===== src/sv/chsd_pkg.sv =====
`timescale 1ns / 1ps
package chsd_pkg;

   typedef enum logic [1:0] {
      PH_HEAD,
      PH_ARG,
      PH_TEXT
   } chsd_phase_type;

   // Major types
   localparam logic [2:0] MT_UINT   = 3'd0;
   localparam logic [2:0] MT_NINT   = 3'd1;
   localparam logic [2:0] MT_BYTES  = 3'd2;
   localparam logic [2:0] MT_TEXT   = 3'd3;
   localparam logic [2:0] MT_ARRAY  = 3'd4;
   localparam logic [2:0] MT_MAP    = 3'd5;
   localparam logic [2:0] MT_TAG    = 3'd6;
   localparam logic [2:0] MT_SIMPLE = 3'd7;

   // Extra field codes
   localparam logic [4:0] EXTRA_FALSE    = 5'd20;
   localparam logic [4:0] EXTRA_TRUE     = 5'd21;
   localparam logic [4:0] EXTRA_NULL     = 5'd22;
   localparam logic [4:0] EXTRA_ONE_BYTE = 5'd24;
   localparam logic [4:0] EXTRA_RES_LO   = 5'd28;
   localparam logic [4:0] EXTRA_RES_HI   = 5'd30;
   localparam logic [4:0] EXTRA_INDEF    = 5'd31;

   // Token kinds
   localparam logic [3:0] KIND_UINT       = 4'd0;
   localparam logic [3:0] KIND_NINT       = 4'd1;
   localparam logic [3:0] KIND_TEXT_START = 4'd2;
   localparam logic [3:0] KIND_TEXT_BYTE  = 4'd3;
   localparam logic [3:0] KIND_ARRAY      = 4'd4;
   localparam logic [3:0] KIND_MAP        = 4'd5;
   localparam logic [3:0] KIND_FALSE      = 4'd6;
   localparam logic [3:0] KIND_TRUE       = 4'd7;
   localparam logic [3:0] KIND_NULL       = 4'd8;
   localparam logic [3:0] KIND_BREAK      = 4'd9;

   // Status codes
   localparam logic [2:0] ST_OK          = 3'd0;
   localparam logic [2:0] ST_UNSUPPORTED = 3'd1;
   localparam logic [2:0] ST_MALFORMED   = 3'd2;
   localparam logic [2:0] ST_TRUNCATED   = 3'd3;
   localparam logic [2:0] ST_OVERFLOW    = 3'd4;

   // Register byte addresses
   localparam logic [1:0] REG_SIGNED_INTS = 2'd0;

   typedef struct packed {
      logic [7:0] in_byte;
      logic       buffer_end;
   } chsd_req_type;

   typedef struct packed {
      logic [3:0]         kind;
      logic [2:0]         head_major;
      logic [63:0]        argument;
      logic signed [63:0] signed_value;
      logic               indefinite;
      logic [7:0]         payload_byte;
      logic               string_end;
      logic [2:0]         status;
   } chsd_rsp_type;

   typedef struct packed {
      chsd_phase_type phase;
      logic [3:0]     arg_left;
      logic [63:0]    arg_accum;
      logic [2:0]     held_major;
      logic [63:0]    payload_left;
   } chsd_state_type;

endpackage


===== src/sv/chsd_csr.sv =====
`timescale 1ns / 1ps
module chsd_csr
   import chsd_pkg::*;
(
   input  logic        clock,
   input  logic        reset,
   input  logic        csr_psel,
   input  logic        csr_penable,
   input  logic        csr_pwrite,
   input  logic [1:0]  csr_paddr,
   input  logic [31:0] csr_pwdata,
   output logic [31:0] csr_prdata,
   output logic        csr_pready,
   output logic        signed_ints
);

   logic signed_ints_ff;
   logic signed_ints_in;
   logic wr_en;

   // Only one register exists, so the address is not decoded.
   assign wr_en = csr_psel && csr_penable && csr_pwrite;

   always_comb begin
      signed_ints_in = signed_ints_ff;
      if (wr_en) begin
         signed_ints_in = csr_pwdata[0];
      end
   end

   always_ff @(posedge clock) begin
      if (reset) begin
         signed_ints_ff <= 1'b0;
      end else begin
         signed_ints_ff <= signed_ints_in;
      end
   end

   always_comb begin
      csr_prdata = 32'd0;
      unique case (csr_paddr)
         REG_SIGNED_INTS: csr_prdata = {31'd0, signed_ints_ff};
         default:         csr_prdata = {31'd0, signed_ints_ff};
      endcase
   end

   assign csr_pready  = 1'b1;
   assign signed_ints = signed_ints_ff;

endmodule


===== src/sv/chsd_step.sv =====
`timescale 1ns / 1ps
module chsd_step
   import chsd_pkg::*;
(
   input  chsd_state_type cur,
   input  chsd_req_type   word,
   input  logic           signed_ints,
   output chsd_state_type nxt,
   output logic           res_valid,
   output chsd_rsp_type   res
);

   logic [2:0]  major;
   logic [4:0]  extra;
   logic        last;
   logic [63:0] accum_new;
   logic [3:0]  left_new;
   logic        fin_en;
   logic [2:0]  fin_major;
   logic [63:0] fin_val;

   function automatic chsd_rsp_type fail_rsp(input logic [2:0] m, input logic [2:0] st);
      chsd_rsp_type r;
      r            = '0;
      r.head_major = m;
      r.status     = st;
      return r;
   endfunction

   function automatic chsd_rsp_type tok(input logic [3:0] k, input logic [2:0] m,
                                        input logic [63:0] a, input logic [63:0] sv,
                                        input logic ind, input logic [7:0] pb,
                                        input logic se);
      chsd_rsp_type r;
      r              = '0;
      r.kind         = k;
      r.head_major   = m;
      r.argument     = a;
      r.signed_value = $signed(sv);
      r.indefinite   = ind;
      r.payload_byte = pb;
      r.string_end   = se;
      r.status       = ST_OK;
      return r;
   endfunction

   assign major     = word.in_byte[7:5];
   assign extra     = word.in_byte[4:0];
   assign last      = word.buffer_end;
   assign accum_new = {cur.arg_accum[55:0], word.in_byte};
   assign left_new  = cur.arg_left - 4'd1;

   always_comb begin
      nxt       = cur;
      res_valid = 1'b0;
      res       = '0;
      fin_en    = 1'b0;
      fin_major = cur.held_major;
      fin_val   = accum_new;

      unique case (cur.phase)
         PH_ARG: begin
            nxt.arg_accum = accum_new;
            nxt.arg_left  = left_new;
            if (left_new == 4'd0) begin
               fin_en = 1'b1;
            end else if (last) begin
               res_valid = 1'b1;
               res       = fail_rsp(cur.held_major, ST_TRUNCATED);
               nxt.phase = PH_HEAD;
            end
         end
         PH_TEXT: begin
            res_valid = 1'b1;
            if (cur.payload_left <= 64'd1) begin
               nxt.payload_left = 64'd0;
               nxt.phase        = PH_HEAD;
               res = tok(KIND_TEXT_BYTE, MT_TEXT, 64'd0, 64'd0, 1'b0, word.in_byte, 1'b1);
            end else if (last) begin
               // A text byte that arrives with the buffer end is dropped.
               nxt.payload_left = 64'd0;
               nxt.phase        = PH_HEAD;
               res              = fail_rsp(MT_TEXT, ST_TRUNCATED);
            end else begin
               nxt.payload_left = cur.payload_left - 64'd1;
               res = tok(KIND_TEXT_BYTE, MT_TEXT, 64'd0, 64'd0, 1'b0, word.in_byte, 1'b0);
            end
         end
         default: begin
            nxt.held_major = major;
            nxt.phase      = PH_HEAD;
            res_valid      = 1'b1;
            if (major == MT_BYTES || major == MT_TAG || (major == MT_NINT && !signed_ints)) begin
               res = fail_rsp(major, ST_UNSUPPORTED);
            end else if (extra >= EXTRA_RES_LO && extra <= EXTRA_RES_HI) begin
               res = fail_rsp(major, ST_MALFORMED);
            end else if (major == MT_SIMPLE) begin
               case (extra)
                  EXTRA_FALSE: res = tok(KIND_FALSE, major, 64'd0, 64'd0, 1'b0, 8'd0, 1'b0);
                  EXTRA_TRUE:  res = tok(KIND_TRUE, major, 64'd0, 64'd0, 1'b0, 8'd0, 1'b0);
                  EXTRA_NULL:  res = tok(KIND_NULL, major, 64'd0, 64'd0, 1'b0, 8'd0, 1'b0);
                  EXTRA_INDEF: res = tok(KIND_BREAK, major, 64'd0, 64'd0, 1'b0, 8'd0, 1'b0);
                  default:     res = fail_rsp(major, ST_UNSUPPORTED);
               endcase
            end else if (extra == EXTRA_INDEF) begin
               case (major)
                  MT_ARRAY: res = tok(KIND_ARRAY, major, 64'd0, 64'd0, 1'b1, 8'd0, 1'b0);
                  MT_MAP:   res = tok(KIND_MAP, major, 64'd0, 64'd0, 1'b1, 8'd0, 1'b0);
                  MT_TEXT:  res = fail_rsp(major, ST_UNSUPPORTED);
                  default:  res = fail_rsp(major, ST_MALFORMED);
               endcase
            end else if (extra < EXTRA_ONE_BYTE) begin
               res_valid = 1'b0;
               fin_en    = 1'b1;
               fin_major = major;
               fin_val   = {59'd0, extra};
            end else if (last) begin
               res = fail_rsp(major, ST_TRUNCATED);
            end else begin
               // Extras 24 to 27 call for 1, 2, 4 or 8 argument bytes.
               res_valid     = 1'b0;
               nxt.arg_left  = 4'd1 << extra[1:0];
               nxt.arg_accum = 64'd0;
               nxt.phase     = PH_ARG;
            end
         end
      endcase

      if (fin_en) begin
         res_valid = 1'b1;
         nxt.phase = PH_HEAD;
         case (fin_major)
            MT_UINT: begin
               if (signed_ints && fin_val[63]) begin
                  res = fail_rsp(fin_major, ST_OVERFLOW);
               end else if (signed_ints) begin
                  res = tok(KIND_UINT, fin_major, fin_val, fin_val, 1'b0, 8'd0, 1'b0);
               end else begin
                  res = tok(KIND_UINT, fin_major, fin_val, 64'd0, 1'b0, 8'd0, 1'b0);
               end
            end
            MT_NINT: begin
               if (!signed_ints) begin
                  res = fail_rsp(fin_major, ST_UNSUPPORTED);
               end else if (fin_val[63]) begin
                  res = fail_rsp(fin_major, ST_OVERFLOW);
               end else begin
                  res = tok(KIND_NINT, fin_major, fin_val, ~fin_val, 1'b0, 8'd0, 1'b0);
               end
            end
            MT_TEXT: begin
               if (fin_val == 64'd0) begin
                  res = tok(KIND_TEXT_START, fin_major, 64'd0, 64'd0, 1'b0, 8'd0, 1'b1);
               end else if (last) begin
                  res = fail_rsp(fin_major, ST_TRUNCATED);
               end else begin
                  nxt.phase        = PH_TEXT;
                  nxt.payload_left = fin_val;
                  res = tok(KIND_TEXT_START, fin_major, fin_val, 64'd0, 1'b0, 8'd0, 1'b0);
               end
            end
            MT_ARRAY: res = tok(KIND_ARRAY, fin_major, fin_val, 64'd0, 1'b0, 8'd0, 1'b0);
            MT_MAP:   res = tok(KIND_MAP, fin_major, fin_val, 64'd0, 1'b0, 8'd0, 1'b0);
            default:  res = fail_rsp(fin_major, ST_UNSUPPORTED);
         endcase
      end
   end

endmodule


===== src/sv/cbor_head_stream_decoder_core.sv =====
`timescale 1ns / 1ps
// Path: a word accepted into the input register is decoded out of it into the result register
// once that register can take a token; argument bytes that complete nothing give no token.
// Throughput: one byte per cycle while the result side does not stall; a full result
// register stalls the input only when it is itself stalled.
// Reset (synchronous): clears both registers' valid bits, the decoder state and signed_ints.
module cbor_head_stream_decoder_core
   import chsd_pkg::*;
(
   input  logic         clock,
   input  logic         reset,
   input  logic         req_valid,
   output logic         req_stall,
   input  chsd_req_type req_data,
   output logic         rsp_valid,
   input  logic         rsp_stall,
   output chsd_rsp_type rsp_data,
   input  logic         csr_psel,
   input  logic         csr_penable,
   input  logic         csr_pwrite,
   input  logic [1:0]   csr_paddr,
   input  logic [31:0]  csr_pwdata,
   output logic [31:0]  csr_prdata,
   output logic         csr_pready
);

   logic           signed_ints;
   logic           in_valid_ff, in_valid_in;
   chsd_req_type   in_data_ff, in_data_in;
   logic           rsp_valid_ff, rsp_valid_in;
   chsd_rsp_type   rsp_data_ff, rsp_data_in;
   chsd_state_type state_ff, state_in;
   chsd_state_type step_nxt;
   logic           step_valid;
   chsd_rsp_type   step_res;
   logic           out_free;
   logic           process;

   chsd_csr u_csr (
      .clock       (clock),
      .reset       (reset),
      .csr_psel    (csr_psel),
      .csr_penable (csr_penable),
      .csr_pwrite  (csr_pwrite),
      .csr_paddr   (csr_paddr),
      .csr_pwdata  (csr_pwdata),
      .csr_prdata  (csr_prdata),
      .csr_pready  (csr_pready),
      .signed_ints (signed_ints)
   );

   chsd_step u_step (
      .cur         (state_ff),
      .word        (in_data_ff),
      .signed_ints (signed_ints),
      .nxt         (step_nxt),
      .res_valid   (step_valid),
      .res         (step_res)
   );

   // The held word is decoded whenever the result register can take a token.
   assign out_free  = !rsp_valid_ff || !rsp_stall;
   assign process   = in_valid_ff && out_free;
   assign req_stall = in_valid_ff && !out_free;

   always_comb begin
      in_valid_in = in_valid_ff;
      in_data_in  = in_data_ff;
      if (!req_stall) begin
         in_valid_in = req_valid;
         in_data_in  = req_data;
      end
   end

   always_comb begin
      rsp_valid_in = rsp_valid_ff;
      rsp_data_in  = rsp_data_ff;
      state_in     = state_ff;
      if (out_free) begin
         rsp_valid_in = process && step_valid;
      end
      if (process) begin
         state_in = step_nxt;
         if (step_valid) begin
            rsp_data_in = step_res;
         end
      end
   end

   always_ff @(posedge clock) begin
      if (reset) begin
         in_valid_ff           <= 1'b0;
         rsp_valid_ff          <= 1'b0;
         state_ff.phase        <= PH_HEAD;
         state_ff.arg_left     <= 4'd0;
         state_ff.arg_accum    <= 64'd0;
         state_ff.held_major   <= 3'd0;
         state_ff.payload_left <= 64'd0;
      end else begin
         in_valid_ff  <= in_valid_in;
         rsp_valid_ff <= rsp_valid_in;
         state_ff     <= state_in;
      end
   end

   always_ff @(posedge clock) begin
      in_data_ff  <= in_data_in;
      rsp_data_ff <= rsp_data_in;
   end

   assign rsp_valid = rsp_valid_ff;
   assign rsp_data  = rsp_data_ff;

   a_arg_left: assert property (@(posedge clock) disable iff (reset)
      state_ff.phase == PH_ARG |-> state_ff.arg_left != 4'd0)
      else $error("argument phase with no bytes left");

   a_text_left: assert property (@(posedge clock) disable iff (reset)
      state_ff.phase == PH_TEXT |-> state_ff.payload_left != 64'd0)
      else $error("text phase with no payload left");

   a_err_clear: assert property (@(posedge clock) disable iff (reset)
      rsp_valid_ff && rsp_data_ff.status != ST_OK |->
         rsp_data_ff.argument == 64'd0 && rsp_data_ff.kind == KIND_UINT)
      else $error("error token carries data");

   a_stall_src: assert property (@(posedge clock) disable iff (reset)
      req_stall |-> in_valid_ff && rsp_valid_ff)
      else $error("input stalled without a blocked result");

endmodule


===== config.mk =====
export PLATFORM = sky130hd
export DESIGN_NAME = cbor_head_stream_decoder_core
export DESIGN_NICKNAME = d
export VERILOG_FILES = /design/src/sv/chsd_pkg.sv /design/src/sv/chsd_csr.sv /design/src/sv/chsd_step.sv /design/src/sv/cbor_head_stream_decoder_core.sv
export SDC_FILE = /design/constraint.sdc
export NUM_CORES = 1
export LEC_CHECK = 0
export ABC_AREA = 1
export BUFFER_PORTS_ARGS = -buffer_cell sky130_fd_sc_hd__buf_2
export CAP_MARGIN = 5
export CORE_MARGIN = 2
export CORE_UTILIZATION = 25
export CTS_CLUSTER_DIAMETER = 50
export CTS_CLUSTER_SIZE = 16
export DETAILED_ROUTE_END_ITERATION = 7
export GPL_ROUTABILITY_DRIVEN = 0
export PLACE_DENSITY = 0.46
export SLEW_MARGIN = 20
export SYNTH_ARGS = -nofsm -noshare
export SYNTH_HDL_FRONTEND = slang
export SYNTH_SLANG_ARGS = --single-unit

===== constraint.sdc =====
create_clock -name clock -period 17.4 [get_ports clock]
set_input_delay 5.22 -clock clock [delete_from_list [all_inputs] [get_ports clock]]
set_output_delay 5.22 -clock clock [all_outputs]
set_load 0.05 [all_outputs]

==> impl_metrics.env, run 1 <==
export IMPL_status="completed"
export IMPL_grt_start_max_net_pins=90
export IMPL_worst_setup_path_end_kind="output port"
export IMPL_regToRegSetupSlack_ns=12.18
export IMPL_grt_pass1_vias=13100
export IMPL_drv_slew=0
export IMPL_rsz0062_at_grt="false"
export IMPL_synthFlopType="edfxtp_1"
export IMPL_yosys_area_top_type="edfxtp_1"
export IMPL_clock_sinks=289
export IMPL_p_clk_share_pct=40.4
export IMPL_syn_inst=1920
export IMPL_insertion_delay_ns=0.54
export IMPL_drive_gt1_share_pct=16.1
export IMPL_internal_power_mw=1.27
export IMPL_hold_violations=0
export IMPL_worstPathRequired_ns=12.18
export IMPL_wl_um=53300
export IMPL_ys_types=45
export IMPL_tritoncts_num_buffers=36
export IMPL_pwr_share_seq_pct=39.7
export IMPL_met2WireLength_um=25000
export IMPL_core_rowCount=91
export IMPL_max_stage_delay_ns=0.30
export IMPL_power_total_mw=1.91
export IMPL_wl_met1_um=24600
export IMPL_critPathKind="input port to output port"
export IMPL_post_route_period_util_pct=63.5
export IMPL_highest_layer="met4"
export IMPL_vias_per_cell=4.88
export IMPL_holdWs_ns=0.485
export IMPL_ant_nets=0
export IMPL_vias=14100
export IMPL_synth_area_leaders="edfxtp_1 (30%), dfxtp_1 (17%), nand2_1 (8.4%)"
export IMPL_cts_buffer_depth=3
export IMPL_critPathLaunch="rsp_stall"
export IMPL_die_area_sq_um=64300
export IMPL_path_cells="buf_2 -> nand2_1 -> nor2_1 -> buf_2"
export IMPL_maxCapViolations=0
export IMPL_path_clk_slew_ns=0.06
export IMPL_hold_path_class="register to register"
export IMPL_grt_pass1_wl_um=80500
export IMPL_nets=2075
export IMPL_yosys_top_cells_count="nand2_1 (349), nor2_1 (288), a21oi_1 (160)"
export IMPL_synth_top_area_share_pct=30.3
export IMPL_worstMarginPinSlew_ns=1.05
export IMPL_die_h_um=254
export IMPL_htreeDepth=2
export IMPL_period_minus_slack_ns=11.05
export IMPL_start_kind="input port"
export IMPL_io_pins=233
export IMPL_fin_util_pct=29.5
export IMPL_drc=0
export IMPL_antenna_found_initial=0
export IMPL_ys_ff_latch=289
export IMPL_crit_path_max_fanout=3
export IMPL_multi_input_area_sq_um=7200
export IMPL_cpMaxStageDelayCell="buf_2"
export IMPL_p_sw_mw=0.645
export IMPL_fillers=6609
export IMPL_combPwrFrac_pct=19.8
export IMPL_wl_per_cell_um=18.5
export IMPL_cp_endpoint="req_stall"
export IMPL_synth_enable_flop_cells=157
export IMPL_arrival_ns=5.83
export IMPL_yosysWarnings=0
export IMPL_cts_resized=0
export IMPL_cts_root_buf="clkbuf_16"
export IMPL_tns_ns=0
export IMPL_gr_total_overflow=0
export IMPL_die_w_um=254
export IMPL_antennaDiodeCount=0
export IMPL_setup_viol=0
export IMPL_worst_slack_ns=6.35
export IMPL_cts_tree="yes"
export IMPL_reg2reg_to="rsp_data[72]"
export IMPL_netlist_area_sq_um=15600
export IMPL_cts_hold_buf=0
export IMPL_worstReg2RegStart="state_ff[131]"
export IMPL_netSwitchingFraction_pct=33.8
export IMPL_track_usage_pct=16.2
export IMPL_wl_met3_um=2570
export IMPL_slew_headroom_pct=30.3
export IMPL_drt_iter0_markers=1294
export IMPL_crit_path_frequent_cell="buf_2"
export IMPL_p_leak_nw=7.13
export IMPL_yosysMostFrequentCell="nand2_1"
export IMPL_post_cts_buffers=0
export IMPL_portBuffers=167
export IMPL_max_freq_mhz=90.5
export IMPL_dp_hpwl_um=36400
export IMPL_ir_drop_v=0.0000544
export IMPL_fin_skew_ns=0.0199
export IMPL_ys_seq_area_share_pct=47.2
export IMPL_core_area_sq_um=61600
export IMPL_areaGrowthSynthToFinish_pct=16.5
export IMPL_place_ws_ns=6.36
export IMPL_p_per_area_nw_per_um2=105
export IMPL_dr_pass1_iters=6
export IMPL_floorplan_initialDensity_pct=25.3
export IMPL_avgSynthCellArea_sq_um=8.11
export IMPL_async_reset_ff_share_pct=0
export IMPL_reg2reg_depth=11
export IMPL_final_seq_area_sq_um=7360
## area by class of cell
class / instances / area share [%]
Tap cell: 837 / 5.77
Sequential cell: 289 / 40.5
Clock buffer: 40 / 5.16
Inverter: 94 / 1.94
Multi-Input combinational cell: 1413 / 39.7
Timing Repair Buffer: 185 / 5.36
Clock inverter: 26 / 1.55
## metal layers
layer / global-route usage, % / vias to the layer above
met2: 26.1 / 411
met1: 22.6 / 6811
met3: 1.96 / 68
met4: 4.58 / 0
met5: 0 / -
li1: - / 6775
## through the flow
step	area, sq um	instances
floorplan	15700	1950
global placement	16900	2818
detailed placement	16900	2818
CTS	18100	2884
global route	18100	2884
finish	18100	2884
## critical path, delay by kind of cell
family / cells / cell delay (ns)
buffers and inverters: 2 / 0.38
and+or+nand+nor: 2 / 0.23
## power by group through the flow
stage,sequential [mW],clock (mW),combinational (mW)
finish,0.759,0.773,0.379
floorplan,0.835,0,0.241
global route,0.761,0.816,0.410
global placement,0.774,0,0.376
detailed placement,0.774,0,0.376
CTS,0.759,0.791,0.378
## how the worst min path moves through the flow
stage,startpoint,to,slack [ns],cells after the start
3_5_place_dp,state_ff[65],state_ff[65],0.48,2
5_1_grt,state_ff[65],state_ff[65],0.50,2
4_1_cts,state_ff[65],state_ff[65],0.49,2
3_3_place_gp,state_ff[65],state_ff[65],0.46,2
2_1_floorplan,state_ff[65],state_ff[65],0.44,2
6_report,state_ff[65],state_ff[65],0.49,2
## layout by cell type (no fill, tap or decap), types with 4 or more instances in the layout
cell,n
edfxtp_1,157
inv_2,10
a22oi_1,71
a211oi_1,10
nor2_4,4
xnor2_1,15
inv_6,6
dfxtp_1,132
inv_8,4
a21oi_1,160
ha_1,6
or2_2,10
nand2_1,349
nor3_2,41
nand3_1,107
nor2_1,287
o22ai_1,13
buf_2,166
inv_1,82
conb_1,32
o21ai_1,32
a31oi_1,5
o21ai_0,93
xor2_1,40
o21ai_2,4
nand4_1,64
nor3_1,41
clkbuf_16,37
buf_4,19
clkinvlp_4,8
## cells by family (layout without fill, tap and decap cells)
kind of cell             after synthesis  count (layout)  synth area share [%]
AO/OA/AOI/OAI                        401             401                  14.7
AND/OR/NAND/NOR                      919             919                  26.8
buffers and inverters                248             345                  7.55
flip-flops                           289             289                  47.2
other                                  2              32                0.0482
adder cells (fa/ha/maj)                6               6                 0.482
XOR/XNOR                              55              55                  3.09
## sequential cells by signal (all words and copies together) (netlist names)
signal             count
u_csr.signed_ints      1
in_data_ff             9
in_valid_ff            1
state_ff             129
rsp_valid              1
rsp_data             148
No activity file was read; power rests on OpenSTA's default activity.
==> inputs of run 2 (changes only) <==
Settings changed: ABC_AREA 1 to 0, PLACE_DENSITY 0.46 to 0.47.
Clock period 17.4 ns to 11.2 ns, I/O delays scaled along.
==> run 2 against run 1 <==
  * First-iteration DRC count shrank 20%
  * Clock power rose by 36%
  * Combinational power rose by 8.2%
  * Register-to-register slack worse by 6.1 ns
  * Area after synthesis shrank 9.1%
  * Power grew 37%
  * Core utilization rose by 0.22 points
  * Cell count down 18%
  * Non-clock buffer count rose by 12
==> impl_metrics.env, run 2 <==
export IMPL_maxCapViolations=0
export IMPL_insertion_delay_ns=0.59
export IMPL_grt_pass1_vias=11300
export IMPL_fin_skew_ns=0.0159
export IMPL_path_cells="buf_2 -> nand3_1 -> inv_1 -> buf_2"
export IMPL_synth_compound_area_share_pct=17.6
export IMPL_worstMarginPinSlew_ns=1.13
export IMPL_dr_pass1_iters=5
export IMPL_ant_nets=0
export IMPL_largest_register_ffs=148
export IMPL_yosys_area_top_type="edfxtp_1"
export IMPL_holdWs_ns=0.467
export IMPL_antennaDiodeCount=0
export IMPL_ys_ff_latch=289
export IMPL_core_rowCount=87
export IMPL_htreeDepth=1
export IMPL_synth_enable_flop_cells=157
export IMPL_hold_path_class="register to register"
export IMPL_yosys_top_cells_count="nor2_1 (219), edfxtp_1 (157), dfxtp_1 (132)"
export IMPL_layout_commonest_cell="nor2_1"
export IMPL_status="completed"
export IMPL_p_sw_mw=0.817
export IMPL_netSwitchingFraction_pct=31.1
export IMPL_synth_top_area_share_pct=33.3
export IMPL_grt_pass1_wl_um=71000
export IMPL_yosys_area_share_xor_xnor_pct=3.96
export IMPL_ir_drop_v=0.000101
export IMPL_rsz0062_at_grt="false"
export IMPL_final_cell_mix="nor2_1 (219), buf_2 (167), edfxtp_1 (157)"
export IMPL_worst_setup_path_end_kind="output port"
export IMPL_path_delay_family="buffers and inverters"
export IMPL_wl_um=46700
export IMPL_yosysWarnings=0
export IMPL_max_stage_delay_ns=0.34
export IMPL_crit_path_max_fanout=10
export IMPL_drt_iter0_markers=1035
export IMPL_synth_top_family_by_area="simple AND/OR/NAND/NOR gates"
export IMPL_post_cts_buffers=0
export IMPL_drv_slew=0
export IMPL_yosys_area_share_simple_pct=19.6
export IMPL_p_per_area_nw_per_um2=158
export IMPL_ys_types=86
export IMPL_p_clk_share_pct=39.8
export IMPL_internal_power_mw=1.81
export IMPL_tns_ns=0
export IMPL_cts_root_buf="clkbuf_16"
export IMPL_cp_endpoint="req_stall"
export IMPL_fin_util_pct=29.7
export IMPL_critPathKind="input port to output port"
export IMPL_cts_resized=0
export IMPL_worst_slack_ns=3.58
export IMPL_final_seq_area_sq_um=7360
export IMPL_period_minus_slack_ns=7.62
export IMPL_track_usage_pct=15.4
export IMPL_tritoncts_num_buffers=31
export IMPL_cts_hold_buf=0
export IMPL_path_buf_inv=3
export IMPL_synthMuxAreaShare_pct=0.583
export IMPL_die_area_sq_um=58500
export IMPL_die_h_um=242
export IMPL_antenna_found_initial=1
export IMPL_setup_viol=0
export IMPL_portBuffers=167
export IMPL_vias=11900
export IMPL_syn_inst=1476
export IMPL_p_leak_nw=5.82
export IMPL_crit_path_frequent_cell="buf_2"
export IMPL_pwr_share_seq_pct=44.6
export IMPL_floorplan_initialDensity_pct=25.2
export IMPL_worstReg2RegStart="state_ff[135]"
export IMPL_vias_per_cell=5.01
export IMPL_async_reset_ff_share_pct=0
export IMPL_dp_hpwl_um=31400
export IMPL_synth_area_leaders="edfxtp_1 (33%), dfxtp_1 (19%), nor2_1 (5.8%)"
export IMPL_io_pins=233
export IMPL_critPathLaunch="rsp_stall"
export IMPL_drc=0
export IMPL_arrival_ns=4.26
export IMPL_post_route_period_util_pct=68.0
export IMPL_critical_path_depth=4
export IMPL_yosys_area_share_adder_pct=0.530
export IMPL_clock_sinks=289
export IMPL_netlist_area_sq_um=14200
export IMPL_worstPathRequired_ns=7.84
export IMPL_place_ws_ns=3.56
export IMPL_max_freq_mhz=131
export IMPL_synthFlopType="edfxtp_1"
export IMPL_start_kind="input port"
export IMPL_areaGrowthSynthToFinish_pct=17.8
export IMPL_hold_violations=0
export IMPL_drive_gt1_share_pct=17.7
export IMPL_cts_tree="yes"
export IMPL_path_clk_slew_ns=0.07
export IMPL_combPwrFrac_pct=15.6
export IMPL_cpMaxStageDelayCell="nand3_1"
export IMPL_regToRegSetupSlack_ns=6.08
export IMPL_multi_input_area_sq_um=6160
export IMPL_reg2reg_depth=10
export IMPL_yosysMostFrequentCell="nor2_1"
export IMPL_grt_start_max_net_pins=85
export IMPL_cts_buffer_depth=3
export IMPL_ys_seq_area_share_pct=52.0
export IMPL_core_area_sq_um=56200
export IMPL_gr_total_overflow=0
export IMPL_slew_headroom_pct=24.9
export IMPL_die_w_um=242
export IMPL_avgSynthCellArea_sq_um=9.59
export IMPL_nets=1650
export IMPL_fillers=5984
export IMPL_wl_per_cell_um=19.7
export IMPL_reg2reg_to="state_ff[20]"
-- run 2: worst min-delay path by stage --
| stage | slack, ns | cells after the start | to | startpoint |
|---|---|---|---|---|
| after global placement | 0.45 | 1 | state_ff[54] | state_ff[54] |
| after CTS | 0.47 | 1 | state_ff[49] | state_ff[49] |
| final | 0.47 | 1 | state_ff[49] | state_ff[49] |
| after global routing | 0.49 | 1 | state_ff[49] | state_ff[49] |
| after floorplan | 0.43 | 1 | state_ff[49] | state_ff[49] |
| after detailed placement | 0.46 | 1 | state_ff[49] | state_ff[49] |
-- run 2: cells by family after synthesis --
kind of cell | after synthesis
other cells | 2
simple gates | 579
compound gates | 356
flops | 289
fa+ha+maj | 6
mux | 8
xor+xnor | 64
buf+inv | 172
-- run 2: power groups by stage --
stage | sequential [mW] | combinational, mW | clock, mW
floorplan | 1.30 | 0.214 | 0
global placement | 1.19 | 0.410 | 0
detailed placement | 1.19 | 0.410 | 0
CTS | 1.17 | 0.411 | 1.07
global route | 1.17 | 0.438 | 1.10
finish | 1.17 | 0.410 | 1.05
-- run 2: area by class of cell --
class | instances | area share [%]
Tap cell | 756 | 5.67
Clock buffer | 40 | 5.16
Inverter | 30 | 0.706
Clock inverter | 18 | 0.968
Sequential cell | 289 | 44.1
Multi-Input combinational cell | 1045 | 37.0
Timing Repair Buffer | 197 | 6.39
-- run 2: worst register-to-register path: cells and delay by family, from the launching register on --
kind | cells | cell delay [ns]
AOI/OAI and AO/OA | 4 | 1.43
adders and majority gates | 1 | 0.50
buffers and inverters | 2 | 0.71
and+or+nand+nor | 3 | 1.96
DFF | 1 | 0.35
-- run 2: stage by stage --
step,instance area [sq um],power (mW),std cells
4_1_cts,16700,2.65,2374
6_report,16700,2.63,2375
5_1_grt,16700,2.72,2375
3_3_place_gp,15600,1.60,2316
3_5_place_dp,15600,1.60,2316
2_1_floorplan,14300,1.51,1506
-- run 2: layer usage --
metal / global-route usage, % / vias to the layer above / part of all wire (%)
li1: - / 5623 / -
met1: 21.3 / 5803 / 45
met2: 25.3 / 413 / 47
met3: 1.87 / 67 / 5.9
met4: 4.05 / 2 / 1.9
met5: 0 / - / 0.019
